### config.mk
export PLATFORM = sky130hd
export DESIGN_NAME = cit_perp
export DESIGN_NICKNAME = d
export VERILOG_FILES = /design/src/rtl/cit_pkg.sv /design/src/rtl/cit_perp.sv
export SDC_FILE = /design/constraint.sdc
export NUM_CORES = 2
export LEC_CHECK = 0
export BUFFER_PORTS_ARGS = -buffer_cell sky130_fd_sc_hd__clkbuf_2
export CORE_ASPECT_RATIO = 1.2
export CORE_MARGIN = 2
export CORE_UTILIZATION = 55
export CTS_BUF_LIST = sky130_fd_sc_hd__clkbuf_4
export CTS_CLUSTER_DIAMETER = 50
export DETAILED_ROUTE_END_ITERATION = 7
export PLACE_DENSITY_LB_ADDON = 0.1
export SYNTH_ARGS = -nofsm -noshare
export SYNTH_HDL_FRONTEND = slang
export SYNTH_SLANG_ARGS = --single-unit
export TNS_END_PERCENT = 20
### constraint.sdc
create_clock -name clk -period 5.9 [get_ports clk]
set_input_delay 0 -clock clk [delete_from_list [all_inputs] [get_ports clk]]
set_output_delay 0 -clock clk [all_outputs]
set_load 0.01 [all_outputs]
### src/rtl/cit_pkg.sv
// shared types and fixed widths for the circle intersection trilateration block
package cit_pkg;

  localparam int CoordW = 16;
  localparam int MagW   = 16;
  localparam int SqW    = 32;
  localparam int DistW  = 33;
  localparam int DenW   = 34;
  localparam int KMagW  = 34;
  localparam int ProdW  = 50;
  localparam int QSqW   = 67;
  localparam int WholeW = 32;

  typedef struct packed {
    logic signed [CoordW-1:0] anchor_a_x;
    logic signed [CoordW-1:0] anchor_a_y;
    logic signed [CoordW-1:0] anchor_b_x;
    logic signed [CoordW-1:0] anchor_b_y;
    logic signed [CoordW-1:0] anchor_c_x;
    logic signed [CoordW-1:0] anchor_c_y;
    logic        [CoordW-1:0] range_a;
    logic        [CoordW-1:0] range_b;
    logic        [CoordW-1:0] range_c;
  } cit_in_t;

  typedef struct packed {
    logic signed [CoordW-1:0] cand_a_x;
    logic signed [CoordW-1:0] cand_a_y;
    logic signed [CoordW-1:0] cand_b_x;
    logic signed [CoordW-1:0] cand_b_y;
    logic signed [CoordW-1:0] pick_x;
    logic signed [CoordW-1:0] pick_y;
    logic                     picked_second;
    logic                     no_solution;
  } cit_out_t;

  typedef struct packed {
    logic signed [CoordW-1:0] x1;
    logic signed [CoordW-1:0] y1;
    logic signed [CoordW-1:0] cx;
    logic signed [CoordW-1:0] cy;
    logic        [SqW-1:0]    d3sq;
    logic        [MagW-1:0]   adx;
    logic        [MagW-1:0]   ady;
    logic        [DenW-1:0]   den;
    logic        [ProdW-1:0]  kdx;
    logic        [ProdW-1:0]  kdy;
    logic                     k_neg;
    logic                     dx_neg;
    logic                     dy_neg;
    logic                     dx_zero;
    logic                     no_sol;
  } cit_side_t;

  typedef struct packed {
    logic signed [CoordW-1:0] x1;
    logic signed [CoordW-1:0] y1;
    logic signed [CoordW-1:0] cx;
    logic signed [CoordW-1:0] cy;
    logic        [SqW-1:0]    d3sq;
  } cit_carry_t;

endpackage

### src/rtl/cit_perp.sv
// perpendicular products and divider operands
module cit_perp import cit_pkg::*; #(
  parameter int FRAC_BITS = 16,
  parameter int RW        = 50,
  parameter int NW        = 66
) (
  input  logic                clk,
  input  logic                rst_n,
  input  logic                in_vld,
  input  logic [RW-1:0]       in_root,
  input  cit_side_t           in_side,
  output logic                out_vld,
  output logic [3:0][NW-1:0]  out_num,
  output cit_side_t           out_side
);

  logic               vld_r;
  logic [3:0][NW-1:0] num_r;
  cit_side_t          side_r;

  always_ff @(posedge clk) begin
    if (!rst_n) begin
      vld_r <= 1'b0;
    end else begin
      vld_r <= in_vld;
    end
  end

  always_ff @(posedge clk) begin
    num_r[0] <= NW'(in_side.kdx) << FRAC_BITS;
    num_r[1] <= NW'(in_side.kdy) << FRAC_BITS;
    num_r[2] <= NW'(in_root) * NW'(in_side.ady);
    num_r[3] <= NW'(in_root) * NW'(in_side.adx);
    side_r   <= in_side;
  end

  assign out_vld  = vld_r;
  assign out_num  = num_r;
  assign out_side = side_r;

endmodule

# ---- Word level (Yosys, flattened, before mapping)
# Cells that the tools add are included.
dict set report word_totals {
  register_bits 400
  output_inout_bits 532
  in_bits 320
}
dict set report op_classes {
  mul 2
}
# op n
set op_table {}
lappend op_table {{$mul A50 B16 Y66} 2}

# ---- Longest topological paths before layout
dict set report depth {
  word_depth 1
  ltp_mapped 26
  depth_no_buf 23
}

# ---- Least setup slack after synthesis
# No wires, ideal clock.
dict set report synth_path {
  path_kind {input to register}
  from {input in_side[140] (netlist bit)}
  to {register num_r, in the netlist out_num[195]}
  arrival_time_ns 5.826
  stages 25
  slack_ns -0.005
  path_buffers 3
  path_cell_list {clkbuf_1 > clkbuf_1 > nand2_1 > fa_1 > inv_1 > fa_1 > inv_1 > fa_1 > inv_1 > fa_1 > fa_1 > inv_1 > fa_1 > inv_1 > ha_1 > buf_2 > a21o_1 > a21o_1 > a221oi_2 > o21ai_1 > a21o_1 > a311o_1 > and3_4 > o211a_1 > a211oi_2}
}
dict set report synth_between {
  elab_chain_cells 1
}
# item line
set synth_lines {}
lappend synth_lines {{start, declared} cit_perp.sv:11} ;# input cit_side_t in_side,
lappend synth_lines {{$mul A50 B16 Y66} cit_perp.sv:32} ;# num_r[2] <= NW'(in_root) * NW'(in_side.ady);
lappend synth_lines {{end, declared} cit_perp.sv:18} ;# logic [3:0][NW-1:0] num_r;
# Every way passes these cells.
# A chain may end at the register's enable or synchronous reset.

# ---- Worst setup path in the final report
dict set report layout_path {
  from {input in_side[140] (netlist bit)}
  to {register num_r, in the netlist out_num[192]}
}
# The elaborated chain is that of the path after synthesis.

==> out/metrics.csv <==
stage;metric;value;unit
clocking;Root Driver;clkbuf_4;
finish;fill count;8121;
placement;GPL Wtd Cong;1.00;
finish;multi-input gate area in the final layout;43600;µm²
critical_path;Worst Path Required;6.89;ns
clocking;CTS sink cnt;400;
grt;largest net degree at the start of global routing;36;
route;# DRC;0;
die;Starting Density;55.2;%
sta;final hold slack;0.0805;ns
hold_path;Hold Path Sink;out_side[243];
sta;final slew viol count;0;
die;FP Rows;132;
status;status;finished clean;
die;Core Region;108000;µm²
sta;final hold vios;0;
finish;register area;8010;µm²
die;Die H;364;µm
route;DRT antenna net count;0;
critical_path;Worst setup EP type;flip-flop;
die;io pins;852;
placement;PortBufs;819;
sta;Slew headroom;39.8;%
sta;fin crit share;99.6;%
synthesis;post-synthesis cell type count;80;
clocking;H-tree level count;3;
placement;Detailed Place HPWL;164000;µm
synthesis;sequential fraction of the synthesis area;13.5;%
route;vias post-DR;52336;
synthesis;register bit count reported by yosys;400;
die;Die W;304;µm
clocking;CTS max path bufs;3;
grt;initial antenna violation count;25;
placement;Cells after DPL;9129;
critical_path;crit start category;input pin;
critical_path;crit path kind;in -> reg;
route;DR vias/cell;5.29;
hold_path;hold path depth;3;
sta;Final Setup Violations;0;
synthesis;Mapped Avg Cell Area;9.07;µm²
hold_path;Hold Path Origin;in_side[243];
placement;Post-Place Setup Slack;-0.482;ns
synthesis;Gate Count Post-Synth;6543;
grt;Overflow after GRT;0;
route;WL final;214000;µm
clocking;clk slew on worst S/H paths;0.09;ns
finish;area delta synth->final;31.0;%
grt;vias in the first global route;56533;
job;MaxCap Viol Count;0;
grt;Total GRT Usage;38.8;%
critical_path;WP data arrival;6.86;ns
synthesis;Yosys warnings;0;
finish;proportion of layout cells with a drive suffix above 1;22.3;%
route;iteration count of the initial detailed-routing pass;8;
sta;setup TNS;0;ns
route;WL/cell;21.7;µm
sta;FMAX;0.170;GHz
sta;slack of the critical path;0.0243;ns
synthesis;ys async rst share;0;%
critical_path;worst-path maximum fanout;8;
route;DRT iter0 DRCs;3721;
sta;Slew @ Worst Pin;0.903;ns
grt;global-route wire length before repair;323000;µm
finish;Final #Nets;10318;
hold_path;worst hold-check path type;in -> reg;
die;Die Area;111000;µm²
synthesis;Post-Syn Area;59400;µm²
sta;Tmin final;5.88;ns
finish;Final Instance Count excl. Fillers;9896;
clocking;Num CTS Buffers;104;
clocking;CTS tree;yes;
synthesis;Synth Flop Type;dfxtp_1;
synthesis;number of synthesized flops with an enable pin;0;
==> worst max path at each step <==
stage | endpoint | start | depth (start not counted) | slack, ns
after floorplan | out_num[195] | in_side[141] | 25 | 0.03
after global placement | out_num[192] | in_side[140] | 26 | -0.46
after detailed placement | out_num[192] | in_side[140] | 26 | -0.48
after CTS | out_num[259] | in_side[168] | 27 | 0.0005
after global routing | out_num[167] | in_side[140] | 27 | -0.007
final | out_num[192] | in_side[140] | 26 | 0.02
==> logic make-up after synthesis <==
family / count (synthesis) / share of synthesized area (%)
multiplexers: 2 / 0.0358
buffers and inverters: 1991 / 13.5
flip-flops: 400 / 13.5
AO/OA/AOI/OAI: 460 / 5.05
adder cells (fa/ha/maj): 1616 / 51.0
other: 1 / 0.00632
AND/OR/NAND/NOR: 1955 / 15.2
XOR/XNOR: 118 / 1.74
==> state kept, by name, indices dropped and copies added, names as in the netlist <==
name and flops:
out_side 217, out_num 182, out_vld 1
==> metal layers <==
| metal | wire length [µm] | track usage, % | vias to the layer above |
|---|---|---|---|
| met4 | 14500 | 23.1 | 12 |
| met5 | 250 | 1.12 | - |
| met2 | 103000 | 65.2 | 2542 |
| li1 | - | - | 22545 |
| met3 | 17800 | 8.81 | 870 |
| met1 | 78600 | 45.9 | 26367 |
==> what timing repair did <==
item                       in CTS  in global routing
setup buffers                   0                 10
hold buffers                  538                  2
hold endpoints to repair      276                  2
resized for setup               0                 64
setup endpoints to repair       0                 35
==> area by class of cell <==
type | count | share of cell area [%]
multi-input cells | 4183 | 56.1
repair buffers | 2217 | 22.4
flip-flops and latches | 400 | 10.3
inverters | 1476 | 7.12
well taps | 1407 | 2.26
clock buffers | 137 | 1.32
clock inverters | 52 | 0.372
diodes | 24 | 0.0772
==> cell usage in the layout, fill, tap and decap left out, types with 24 or more instances in the layout <==
cell type and count:
ha_1 273, and2_1 527, clkinv_1 35, dfxtp_1 400, clkbuf_2 813, o21ai_1 29
diode_2 24, fa_1 1339, dlygate4sd3_1 536, nand4_1 29, and3_1 26, buf_4 743
a21o_1 76, inv_1 1475, nor2_1 66, conb_1 32, a21oi_1 144, nand2_1 1199
nor3_1 27, o21ai_0 53, buf_12 106, o21bai_1 25, clkbuf_4 138, xor2_1 49
xnor2_1 68, nand3_1 31
==> synth_stat cells (all sizes together) (4+ instances only) <==
cell / instances / area, µm²
and3: 27 / 174
o211ai: 9 / 77.6
a31oi: 22 / 144
a211oi: 16 / 130
and2: 527 / 3300
buf: 152 / 1080
nor4: 5 / 31.3
clkbuf: 363 / 1360
a31o: 4 / 43.8
xnor2: 69 / 604
a21o: 76 / 571
a21boi: 7 / 52.6
nand2b: 5 / 31.3
o21a: 9 / 67.6
nand3: 31 / 155
o21bai: 28 / 221
o21ai: 85 / 425
fa: 1340 / 26800
nor2b: 12 / 75.1
o31ai: 10 / 85.1
and4: 5 / 43.8
a21oi: 154 / 786
inv: 1476 / 5540
a221oi: 7 / 67.6
nand4: 29 / 181
nor3b: 5 / 42.5
nor2: 69 / 259
nor3: 27 / 135
ha: 276 / 3450
nand2: 1199 / 4500
or3: 6 / 37.5
xor2: 49 / 429
dfxtp: 400 / 8010
==> stage by stage <==
stage | util, % | instance area, µm²
6_report | 72.3 | 77800
5_1_grt | 72.3 | 77700
4_1_cts | 71.8 | 77200
3_5_place_dp | 65.6 | 70500
3_3_place_gp | 65.6 | 70500
2_1_floorplan | - | 59500
==> critical path, cell delays in order <==
cell,delay (ns)
dlygate4sd3_1,0.57
buf_6,0.17
buf_12,0.16
buf_4,0.17
and2_1,0.18
fa_1,0.55
inv_1,0.08
fa_1,0.54
inv_1,0.05
ha_1,0.18
inv_1,0.08
fa_1,0.45
fa_1,0.55
fa_1,0.52
inv_1,0.07
ha_1,0.39
nand2_1,0.13
o21ai_2,0.32
nand2_1,0.17
o21bai_4,0.22
a31oi_2,0.18
o41ai_2,0.36
buf_4,0.19
o2111ai_2,0.14
and4_1,0.22
a311oi_1,0.23
Power is not shown: default switching activity piles up to over one toggle a cycle in this logic, so the estimate is an artifact.
