--- src/rtl/cit_pkg.sv ---
// shared types and fixed widths for the circle intersection trilateration block
package cit_pkg;

  localparam int CoordW = 16;
  localparam int MagW   = 16;
  localparam int SqW    = 32;
  localparam int DistW  = 33;
  localparam int DenW   = 34;
  localparam int KMagW  = 34;
  localparam int ProdW  = 50;
  localparam int QSqW   = 67;
  localparam int WholeW = 32;

  typedef struct packed {
    logic signed [CoordW-1:0] anchor_a_x;
    logic signed [CoordW-1:0] anchor_a_y;
    logic signed [CoordW-1:0] anchor_b_x;
    logic signed [CoordW-1:0] anchor_b_y;
    logic signed [CoordW-1:0] anchor_c_x;
    logic signed [CoordW-1:0] anchor_c_y;
    logic        [CoordW-1:0] range_a;
    logic        [CoordW-1:0] range_b;
    logic        [CoordW-1:0] range_c;
  } cit_in_t;

  typedef struct packed {
    logic signed [CoordW-1:0] cand_a_x;
    logic signed [CoordW-1:0] cand_a_y;
    logic signed [CoordW-1:0] cand_b_x;
    logic signed [CoordW-1:0] cand_b_y;
    logic signed [CoordW-1:0] pick_x;
    logic signed [CoordW-1:0] pick_y;
    logic                     picked_second;
    logic                     no_solution;
  } cit_out_t;

  typedef struct packed {
    logic signed [CoordW-1:0] x1;
    logic signed [CoordW-1:0] y1;
    logic signed [CoordW-1:0] cx;
    logic signed [CoordW-1:0] cy;
    logic        [SqW-1:0]    d3sq;
    logic        [MagW-1:0]   adx;
    logic        [MagW-1:0]   ady;
    logic        [DenW-1:0]   den;
    logic        [ProdW-1:0]  kdx;
    logic        [ProdW-1:0]  kdy;
    logic                     k_neg;
    logic                     dx_neg;
    logic                     dy_neg;
    logic                     dx_zero;
    logic                     no_sol;
  } cit_side_t;

  typedef struct packed {
    logic signed [CoordW-1:0] x1;
    logic signed [CoordW-1:0] y1;
    logic signed [CoordW-1:0] cx;
    logic signed [CoordW-1:0] cy;
    logic        [SqW-1:0]    d3sq;
  } cit_carry_t;

endpackage

--- src/rtl/cit_pick.sv ---
// candidate assembly, rounding to centimetres and third-anchor selection
module cit_pick import cit_pkg::*; #(
  parameter int FRAC_BITS = 16,
  parameter int QW        = 48
) (
  input  logic               clk,
  input  logic               rst_n,
  input  logic               in_vld,
  input  logic [3:0][QW-1:0] in_q,
  input  cit_side_t          in_side,
  output logic               out_vld,
  output cit_out_t           out_data
);

  localparam int SW = QW + 3;
  localparam logic signed [SW-1:0] BIAS = SW'((1 << FRAC_BITS) - 1);
  localparam logic signed [SW-1:0] ZERO = '0;
  localparam logic signed [SW-1:0] SMAX = SW'(32767);
  localparam logic signed [SW-1:0] SMIN = -SW'(32768);

  logic [3:0]               vld_r;
  logic signed [SW-1:0]     ax_r, ay_r, bx_r, by_r;
  cit_carry_t               c1_r, c2_r, c3_r;
  logic                     ns1_r, ns2_r, ns3_r;
  logic signed [CoordW-1:0] cax_r, cay_r, cbx_r, cby_r;
  logic signed [CoordW-1:0] cax3_r, cay3_r, cbx3_r, cby3_r;
  logic [DistW-1:0]         sa_r, sb_r;
  cit_out_t                 out_r;

  logic signed [QW:0]       alx, aly, px, py, pxa;
  logic signed [SW-1:0]     base_x, base_y;
  logic signed [CoordW:0]   eax, eay, ebx, eby;
  logic signed [2*CoordW+1:0] sq_ax, sq_ay, sq_bx, sq_by;
  logic signed [DistW:0]    da, db;
  logic [DistW-1:0]         ea, eb;
  cit_out_t                 out_nxt;

  function automatic logic signed [CoordW-1:0] to_cm(input logic signed [SW-1:0] v);
    logic signed [SW-1:0] t;
    logic signed [SW-1:0] w;
    t = v + (v[SW-1] ? BIAS : ZERO);
    w = t >>> FRAC_BITS;
    if (w > SMAX) begin
      to_cm = 16'sh7FFF;
    end else if (w < SMIN) begin
      to_cm = 16'sh8000;
    end else begin
      to_cm = w[CoordW-1:0];
    end
  endfunction

  always_comb begin
    alx = $signed({1'b0, in_q[0]});
    if (in_side.k_neg != in_side.dx_neg) begin
      alx = -alx;
    end
    aly = $signed({1'b0, in_q[1]});
    if (in_side.k_neg != in_side.dy_neg) begin
      aly = -aly;
    end
    px  = $signed({1'b0, in_q[2]});
    py  = $signed({1'b0, in_q[3]});
    pxa = (!in_side.dx_zero && (in_side.dx_neg == in_side.dy_neg)) ? -px : px;
    base_x = SW'($signed(in_side.x1)) <<< FRAC_BITS;
    base_y = SW'($signed(in_side.y1)) <<< FRAC_BITS;

    eax   = $signed({cax_r[CoordW-1], cax_r}) - $signed({c2_r.cx[CoordW-1], c2_r.cx});
    eay   = $signed({cay_r[CoordW-1], cay_r}) - $signed({c2_r.cy[CoordW-1], c2_r.cy});
    ebx   = $signed({cbx_r[CoordW-1], cbx_r}) - $signed({c2_r.cx[CoordW-1], c2_r.cx});
    eby   = $signed({cby_r[CoordW-1], cby_r}) - $signed({c2_r.cy[CoordW-1], c2_r.cy});
    sq_ax = eax * eax;
    sq_ay = eay * eay;
    sq_bx = ebx * ebx;
    sq_by = eby * eby;

    da = $signed({1'b0, sa_r}) - $signed({2'b00, c3_r.d3sq});
    db = $signed({1'b0, sb_r}) - $signed({2'b00, c3_r.d3sq});
    ea = da[DistW] ? DistW'(-da) : da[DistW-1:0];
    eb = db[DistW] ? DistW'(-db) : db[DistW-1:0];

    out_nxt = '0;
    if (ns3_r) begin
      out_nxt.no_solution = 1'b1;
    end else begin
      out_nxt.cand_a_x = cax3_r;
      out_nxt.cand_a_y = cay3_r;
      out_nxt.cand_b_x = cbx3_r;
      out_nxt.cand_b_y = cby3_r;
      if (ea < eb) begin
        out_nxt.pick_x = cax3_r;
        out_nxt.pick_y = cay3_r;
        out_nxt.picked_second = 1'b0;
      end else begin
        out_nxt.pick_x = cbx3_r;
        out_nxt.pick_y = cby3_r;
        out_nxt.picked_second = 1'b1;
      end
    end
  end

  always_ff @(posedge clk) begin
    if (!rst_n) begin
      vld_r <= '0;
    end else begin
      vld_r <= {vld_r[2:0], in_vld};
    end
  end

  always_ff @(posedge clk) begin
    ax_r <= base_x + SW'(alx) + SW'(pxa);
    bx_r <= base_x + SW'(alx) - SW'(pxa);
    ay_r <= base_y + SW'(aly) + SW'(py);
    by_r <= base_y + SW'(aly) - SW'(py);
    c1_r.x1   <= in_side.x1;
    c1_r.y1   <= in_side.y1;
    c1_r.cx   <= in_side.cx;
    c1_r.cy   <= in_side.cy;
    c1_r.d3sq <= in_side.d3sq;
    ns1_r <= in_side.no_sol;

    cax_r <= to_cm(ax_r);
    cay_r <= to_cm(ay_r);
    cbx_r <= to_cm(bx_r);
    cby_r <= to_cm(by_r);
    c2_r  <= c1_r;
    ns2_r <= ns1_r;

    sa_r   <= DistW'(sq_ax[SqW-1:0]) + DistW'(sq_ay[SqW-1:0]);
    sb_r   <= DistW'(sq_bx[SqW-1:0]) + DistW'(sq_by[SqW-1:0]);
    cax3_r <= cax_r;
    cay3_r <= cay_r;
    cbx3_r <= cbx_r;
    cby3_r <= cby_r;
    c3_r   <= c2_r;
    ns3_r  <= ns2_r;

    out_r <= out_nxt;
  end

  assign out_vld  = vld_r[3];
  assign out_data = out_r;

endmodule

--- config.mk ---
export PLATFORM = sky130hd
export DESIGN_NAME = cit_pick
export DESIGN_NICKNAME = d
export VERILOG_FILES = /design/src/rtl/cit_pkg.sv /design/src/rtl/cit_pick.sv
export SDC_FILE = /design/constraint.sdc
export NUM_CORES = 2
export LEC_CHECK = 0
export ABC_AREA = 1
export BUFFER_PORTS_ARGS = -buffer_cell sky130_fd_sc_hd__buf_2
export CAP_MARGIN = 20
export CELL_PAD_IN_SITES_DETAIL_PLACEMENT = 2
export CELL_PAD_IN_SITES_GLOBAL_PLACEMENT = 2
export CORE_ASPECT_RATIO = 1.2
export CORE_UTILIZATION = 37
export CTS_CLUSTER_SIZE = 20
export DETAILED_ROUTE_END_ITERATION = 10
export PLACE_DENSITY_LB_ADDON = 0.1
export SETUP_SLACK_MARGIN = 0.15
export SKIP_LAST_GASP = 1
export SLEW_MARGIN = 5
export SYNTH_ARGS = -nofsm -noshare
export SYNTH_HDL_FRONTEND = slang
export SYNTH_SLANG_ARGS = --single-unit
--- constraint.sdc ---
create_clock -name clk -period 11.5 [get_ports clk]
set_input_delay 0.575 -clock clk [delete_from_list [all_inputs] [get_ports clk]]
set_output_delay 0.575 -clock clk [all_outputs]
set_load 0.005 [all_outputs]
== Yosys cells after proc, flatten, opt, wreduce, memory -nomap -nowiden ==
Cells that the tools add are included.

* Add/subtract/negate cells: 23
* $mul: 4
* $lt $le $gt $ge: 9
* Equal/unequal tests: 3
* Multiplexer cells: 15
* Reduce and logical (&&, ||, !) cells: 2

{| class="wikitable"
|+ Operator list
! cell !! count
|-
| 51-bit by 17-bit adder with 51-bit output || 4
|-
| 49-bit 2-to-1 mux || 3
|-
| 48-bit negation with 49-bit output || 3
|-
| 35-bit by 16-bit greater-than comparator with 1-bit output, second input constant || 4
|-
| 35-bit by 16-bit less-than comparator with 1-bit output, second input constant || 4
|-
| 17-bit by 17-bit multiplier with 32-bit output || 4
|-
| 16-bit 2-to-1 mux || 8
|-
| 50-bit by 49-bit adder with 51-bit output || 2
|-
| 50-bit by 49-bit subtractor with 51-bit output || 2
|-
| 32-bit by 49-bit adder with 50-bit output || 2
|-
| 33-bit 2-to-1 mux || 3
|-
| 16-bit by 16-bit subtractor with 17-bit output || 4
|-
| 33-bit by 32-bit subtractor with 34-bit output || 2
|-
| 32-bit by 32-bit adder with 33-bit output || 2
|-
| 33-bit negation || 2
|-
| 33-bit less-than comparator || 1
|-
| 1-bit != test || 2
|-
| 1-bit equality test || 1
|-
| 1-bit logical AND || 1
|-
| 1-bit zero test || 1
|-
| 1-bit 2-to-1 mux || 1
|}

* Register bits after elaboration: 663
* Word-level logic and storage cells: 89

== Logic depth before layout (Yosys ltp) ==
* Depth in word-level cells: 5
* Mapped depth: 49
* Depth with buffers taken out: 48

== Least setup slack after synthesis ==
No wires, ideal clock.

* Path kind: reg-to-reg
* Start: register cay_r[0]
* End: register sa_r[31]
* Library setup time: 0.127 ns
* Arrival time: 8.586 ns
* Required time: 11.373 ns
* Setup slack: 2.788 ns
* Cell stages (with the launch flop): 46
* Buffers on the path: 1
* Clock period less this slack: 8.712 ns
* Cells stage by stage: dfxtp_1 -> inv_1 -> ha_1 -> fa_1 -> inv_1 -> nand2_1 -> nand2_1 -> a21oi_1 -> o21ai_1 -> inv_1 -> o21bai_1 -> nand2_1 -> nand4_1 -> nand2_1 -> inv_2 -> clkbuf_1 -> nor2_1 -> fa_1 -> [10 not listed] -> nand2_1 -> nor2_1 -> inv_1 -> nor3_1 -> nand2_1 -> o211ai_1 -> nand2_1 -> nand2_1 -> a21oi_1 -> nor2_1 -> nor2_1 -> xor2_1 -> ha_1 -> nand2_1 -> nor2_1 -> a211oi_1 -> o21ai_0 -> xor2_1

* Cells in the longest elaborated chain, start to end: 3

{| class="wikitable"
|+ Ends and longest elaborated chain
! element !! RTL line !! source
|-
| start: declaration || cit_pick.sv:25 || <nowiki>logic signed [CoordW-1:0] cax_r, cay_r, cbx_r, cby_r;</nowiki>
|-
| start signal: assignment || cit_pick.sv:122 || <nowiki>cay_r <= to_cm(ay_r);</nowiki>
|-
| 16-bit by 16-bit subtractor with 17-bit output || cit_pick.sv:68 || <nowiki>eay = $signed({cay_r[CoordW-1], cay_r}) - $signed({c2_r.cy[CoordW-1], c2_r.cy});</nowiki>
|-
| 17-bit by 17-bit multiplier with 32-bit output || cit_pick.sv:72 || <nowiki>sq_ay = eay * eay;</nowiki>
|-
| 32-bit by 32-bit adder with 33-bit output || cit_pick.sv:128 || <nowiki>sa_r <= DistW'(sq_ax[SqW-1:0]) + DistW'(sq_ay[SqW-1:0]);</nowiki>
|-
| end signal: assignment || cit_pick.sv:128 ||
|-
| end: declaration || cit_pick.sv:27 || <nowiki>logic [DistW-1:0] sa_r, sb_r;</nowiki>
|}

No other way between the ends.
A chain may end at the register's enable or synchronous reset.

== Worst setup path after layout ==
Same ends and word-level chain as after synthesis.

==> flow_summary.html <==
<table>
<tr><th>Metric</th><th>Value</th></tr>
<tr><th colspan="2">Clock tree</th></tr>
<tr><td>Number of clock buffers inserted by TritonCTS</td><td>77</td></tr>
<tr><td>Clock root buffer</td><td>sky130_fd_sc_hd__clkbuf_16</td></tr>
<tr><td>Post-CTS setup buffers</td><td>0</td></tr>
<tr><td>CTS tree</td><td>built</td></tr>
<tr><td>Clock Tree Buf Depth</td><td>3</td></tr>
<tr><td>Insertion delay of the later-clocked pin in the worst-skew pair</td><td>between 0.7 and 0.8 ns</td></tr>
<tr><td>Sink Count</td><td>between 600 and 700</td></tr>
<tr><td>Clock transition at the registers of the reported paths</td><td>0.06 ns</td></tr>
<tr><td>CTS H-Tree Depth</td><td>3</td></tr>
<tr><th colspan="2">Timing</th></tr>
<tr><td>Crit share post-route</td><td>91.2%</td></tr>
<tr><td>Final-report max-slew violation count</td><td>0</td></tr>
<tr><td>Number of hold violations in the final report</td><td>0</td></tr>
<tr><td>Min Clock Period, post-route</td><td>10.49 ns</td></tr>
<tr><td>Slew @ Worst Pin</td><td>about 1.1 ns</td></tr>
<tr><td>Highest achievable clock rate</td><td>0.0953 GHz</td></tr>
<tr><td>Setup total negative slack</td><td>0 ns</td></tr>
<tr><td>Setup repair after global routing missed its margin</td><td>no</td></tr>
<tr><td>Final setup violating endpoints</td><td>0</td></tr>
<tr><td>Relative max-transition margin</td><td>a little under a quarter</td></tr>
<tr><td>Maximum clock skew at final layout</td><td>0.0281 ns</td></tr>
<tr><th colspan="2">Worst setup path</th></tr>
<tr><td>Worst reg2reg path depth</td><td>44</td></tr>
<tr><td>Cell type with the highest occurrence count on the critical path</td><td>sky130_fd_sc_hd__nand2_1</td></tr>
<tr><td>Path type of the worst setup path</td><td>reg2reg</td></tr>
<tr><td>Crit Reg-Reg Endpoint</td><td>sa_r[31]$_DFF_P_</td></tr>
<tr><td>R2r setup slk</td><td>1.01 ns</td></tr>
<tr><td>Kind of end point of the critical path</td><td>flop</td></tr>
<tr><td>Cell at the slowest stage of the critical path</td><td>sky130_fd_sc_hd__fa_1</td></tr>
<tr><td>Data required time of the worst path</td><td>12.10 ns</td></tr>
<tr><td>Maximum fanout encountered on the critical timing path</td><td>24</td></tr>
<tr><td>Crit path capture</td><td>sa_r[31]$_DFF_P_</td></tr>
<tr><td>Critical Path Start Type</td><td>flop</td></tr>
<tr><td>Launch point of the critical path</td><td>cay_r[0]$_SDFF_PN1_</td></tr>
<tr><td>Beginning of the worst register-to-register path</td><td>cay_r[0]$_SDFF_PN1_</td></tr>
<tr><td>Arrival @ worst endpoint</td><td>11.09 ns</td></tr>
<tr><td>Delay contributed by the slowest stage of the critical path</td><td>0.83 ns</td></tr>
<tr><th colspan="2">Detailed routing</th></tr>
<tr><td>ANT nets after route</td><td>0</td></tr>
<tr><td>Average detailed-routed wire length per instance</td><td>22.7 microns</td></tr>
<tr><td>Number of iterations in the first detailed-routing pass</td><td>7</td></tr>
<tr><td>Total Wirelength</td><td>386000 microns</td></tr>
<tr><td>Number of DRC violations after detailed-routing iteration 0</td><td>3032</td></tr>
<tr><td>Via count</td><td>87575</td></tr>
<tr><td>Detailed-route vias per instance</td><td>between 5 and 6</td></tr>
<tr><td>DRC violations left</td><td>0</td></tr>
<tr><th colspan="2">Global routing</th></tr>
<tr><td>Global-route track usage on met3</td><td>2.49%</td></tr>
<tr><td>Number of antenna violations at the first check in global routing</td><td>20</td></tr>
<tr><td>Gr usage total</td><td>30.2%</td></tr>
<tr><td>Pin count of the biggest net entering global routing</td><td>38</td></tr>
<tr><td>Global-route track usage on met1</td><td>33.0%</td></tr>
<tr><td>Global-route track usage on met2</td><td>57.2%</td></tr>
<tr><td>Via count of the first global-routing pass</td><td>about 100k</td></tr>
<tr><td>Layer with the highest usage after global routing</td><td>met2</td></tr>
<tr><td>GRT Residual Overflow</td><td>0</td></tr>
<tr><td>Global-route wire length before repair</td><td>~590000 microns</td></tr>
<tr><th colspan="2">Min path</th></tr>
<tr><td>Number of instances on the worst hold path</td><td>3</td></tr>
<tr><td>Worst min-delay path category</td><td>in2reg</td></tr>
<tr><th colspan="2">Final layout</th></tr>
<tr><td>Area growth from synthesis to layout</td><td>9.90%</td></tr>
<tr><td>Fraction of layout cells with a size suffix above 1</td><td>5.32%</td></tr>
<tr><td>Commonest non-fill, non-tap cell in the layout</td><td>sky130_fd_sc_hd__inv_1</td></tr>
<tr><td>Final Net Count</td><td>15967</td></tr>
<tr><td>Commonest cells after routing, fill and taps aside</td><td>sky130_fd_sc_hd__inv_1, sky130_fd_sc_hd__nand2_1, sky130_fd_sc_hd__nor2_1, sky130_fd_sc_hd__fa_1, sky130_fd_sc_hd__ha_1</td></tr>
<tr><th colspan="2">Floorplanning</th></tr>
<tr><td>Die Outline Area</td><td>254000 sq um</td></tr>
<tr><td>Starting utilization of the core area</td><td>37.3%</td></tr>
<tr><td>Number of ports placed on the die boundary</td><td>around 560</td></tr>
<tr><td>Vertical die dimension</td><td>552 microns</td></tr>
<tr><td>Std-Cell Core Area</td><td>250000 sq um</td></tr>
<tr><td>Overall die width</td><td>between 400 and 500 microns</td></tr>
<tr><td># rows</td><td>201</td></tr>
<tr><th colspan="2">Synthesis</th></tr>
<tr><td>Most used DFF post-synth</td><td>sky130_fd_sc_hd__dfxtp_1</td></tr>
<tr><td>Distinct cells, synth</td><td>64</td></tr>
<tr><td>Yosys warns</td><td>0</td></tr>
<tr><td>Number of synthesized flops with an enable pin</td><td>0</td></tr>
<tr><td>Per-instance average area after synthesis</td><td>7.08 sq um</td></tr>
<tr><td>Cell area after synthesis</td><td>just over 90000 sq um</td></tr>
<tr><td>Async set or reset register ratio after synthesis</td><td>0%</td></tr>
<tr><td>Post-synth net total</td><td>15560</td></tr>
<tr><td>Synth Register Bits</td><td>approximately 660</td></tr>
<tr><td>Gate Count Post-Synth</td><td>13190</td></tr>
<tr><td>Sequential share of the synthesized area</td><td>14.2%</td></tr>
<tr><th colspan="2">Place</th></tr>
<tr><td>Final weighted congestion in routability-driven placement</td><td>0.951</td></tr>
<tr><td>Placed wire-length estimate after detailed placement</td><td>337000 microns</td></tr>
<tr><td>Number of buffer cells added on primary ports</td><td>394</td></tr>
<tr><th colspan="2">Run</th></tr>
<tr><td>Number of max-capacitance violations reported</td><td>0</td></tr>
<tr><th colspan="2">Outcome</th></tr>
<tr><td>Status</td><td>completed</td></tr>
</table>
state kept, by name, indices dropped and copies added, names as in the netlist, 32 cells and up:
signal,cells
c1_r,64
sb_r,33
sa_r,33
ax_r,50
by_r,51
bx_r,51
c2_r,64
c3_r,32
ay_r,50
out_data,98
per-layer routing:
metal	routed length, microns	vias to the layer above
met5	107	-
met4	23200	16
met3	8660	704
met2	204000	1286
met1	150000	44251
li1	-	41318
cells by family after synthesis:
logic type / count (synthesis) / synth area share (%)
AND/OR/NAND/NOR: 5268 / 23.3
buffers and inverters: 3108 / 12.6
adder cells (fa/ha/maj): 1908 / 33.9
AO/OA/AOI/OAI: 1530 / 9.22
XOR/XNOR: 715 / 6.76
flip-flops: 661 / 14.2
critical path: cells and delay by family, from the launching register on:
kind | cells | cell delay (ns)
adder cells (fa/ha/maj) | 10 | 5.02
AND/OR/NAND/NOR | 16 | 2.02
AO/OA/AOI/OAI | 7 | 1.40
buffers and inverters | 9 | 1.27
flip-flops | 1 | 0.35
XOR/XNOR | 2 | 0.30
how the worst min path moves through the flow:
stage / endpoint / from / slack, ns
after floorplan: c2_r[0]$_DFF_P_ / c1_r[0]$_DFF_P_ / 0.31
after global placement: c2_r[38]$_DFF_P_ / c1_r[38]$_DFF_P_ / 0.31
after detailed placement: c2_r[61]$_DFF_P_ / c1_r[61]$_DFF_P_ / 0.31
after CTS: vld_r[0]$_SDFF_PN0_ / in_vld / 0.009
after global routing: vld_r[0]$_SDFF_PN0_ / in_vld / 0.05
final: vld_r[0]$_SDFF_PN0_ / in_vld / 0.06
what timing repair did:
| item | in CTS | in global routing |
|---|---|---|
| endpoints found under the hold margin | 59 | 0 |
| setup endpoints to repair | 0 | 0 |
| gates resized for setup | 0 | 0 |
| hold buffers | 59 | 0 |
per-stage QoR:
step	hold WS, ns	utilization (%)	area, sq um	setup slack, ns	std cells
2_1_floorplan	0.310	-	93400	2.79	13190
3_3_place_gp	0.312	39.6	99300	1.41	16808
3_5_place_dp	0.314	39.6	99300	1.01	16808
4_1_cts	0.00855	41.0	103000	0.945	17006
5_1_grt	0.0497	41.0	103000	0.246	17010
6_report	0.0598	41.0	103000	1.01	17018
synthesized netlist by cell type (all sizes together) (67+ instances only):
library cell  count  area share (%)
a21o             67            0.54
a21oi           729             3.9
clkbuf          141            0.57
dfxtp           661              14
fa             1044              22
ha              864              12
inv            2900              12
nand2          2717              11
nand3           528             2.9
nand4           169             1.1
nor2           1508             6.1
nor3            167            0.95
o21ai           437             2.4
xnor2           196             1.9
xor2            519             4.9
cell type report:
class	count	area [sq um]
Antenna cell	12	30.0
Clock buffer	97	2130
Clock inverter	42	622
Fill cell	29938	148000
Inverter	2917	10900
Multi-Input combinational cell	9421	68400
Sequential cell	661	13200
Tap cell	3349	4190
Timing Repair Buffer	519	3060
Power is left out: the tool's default activity adds up to more than one toggle a clock period on the data nets, which glitch-free logic cannot reach.
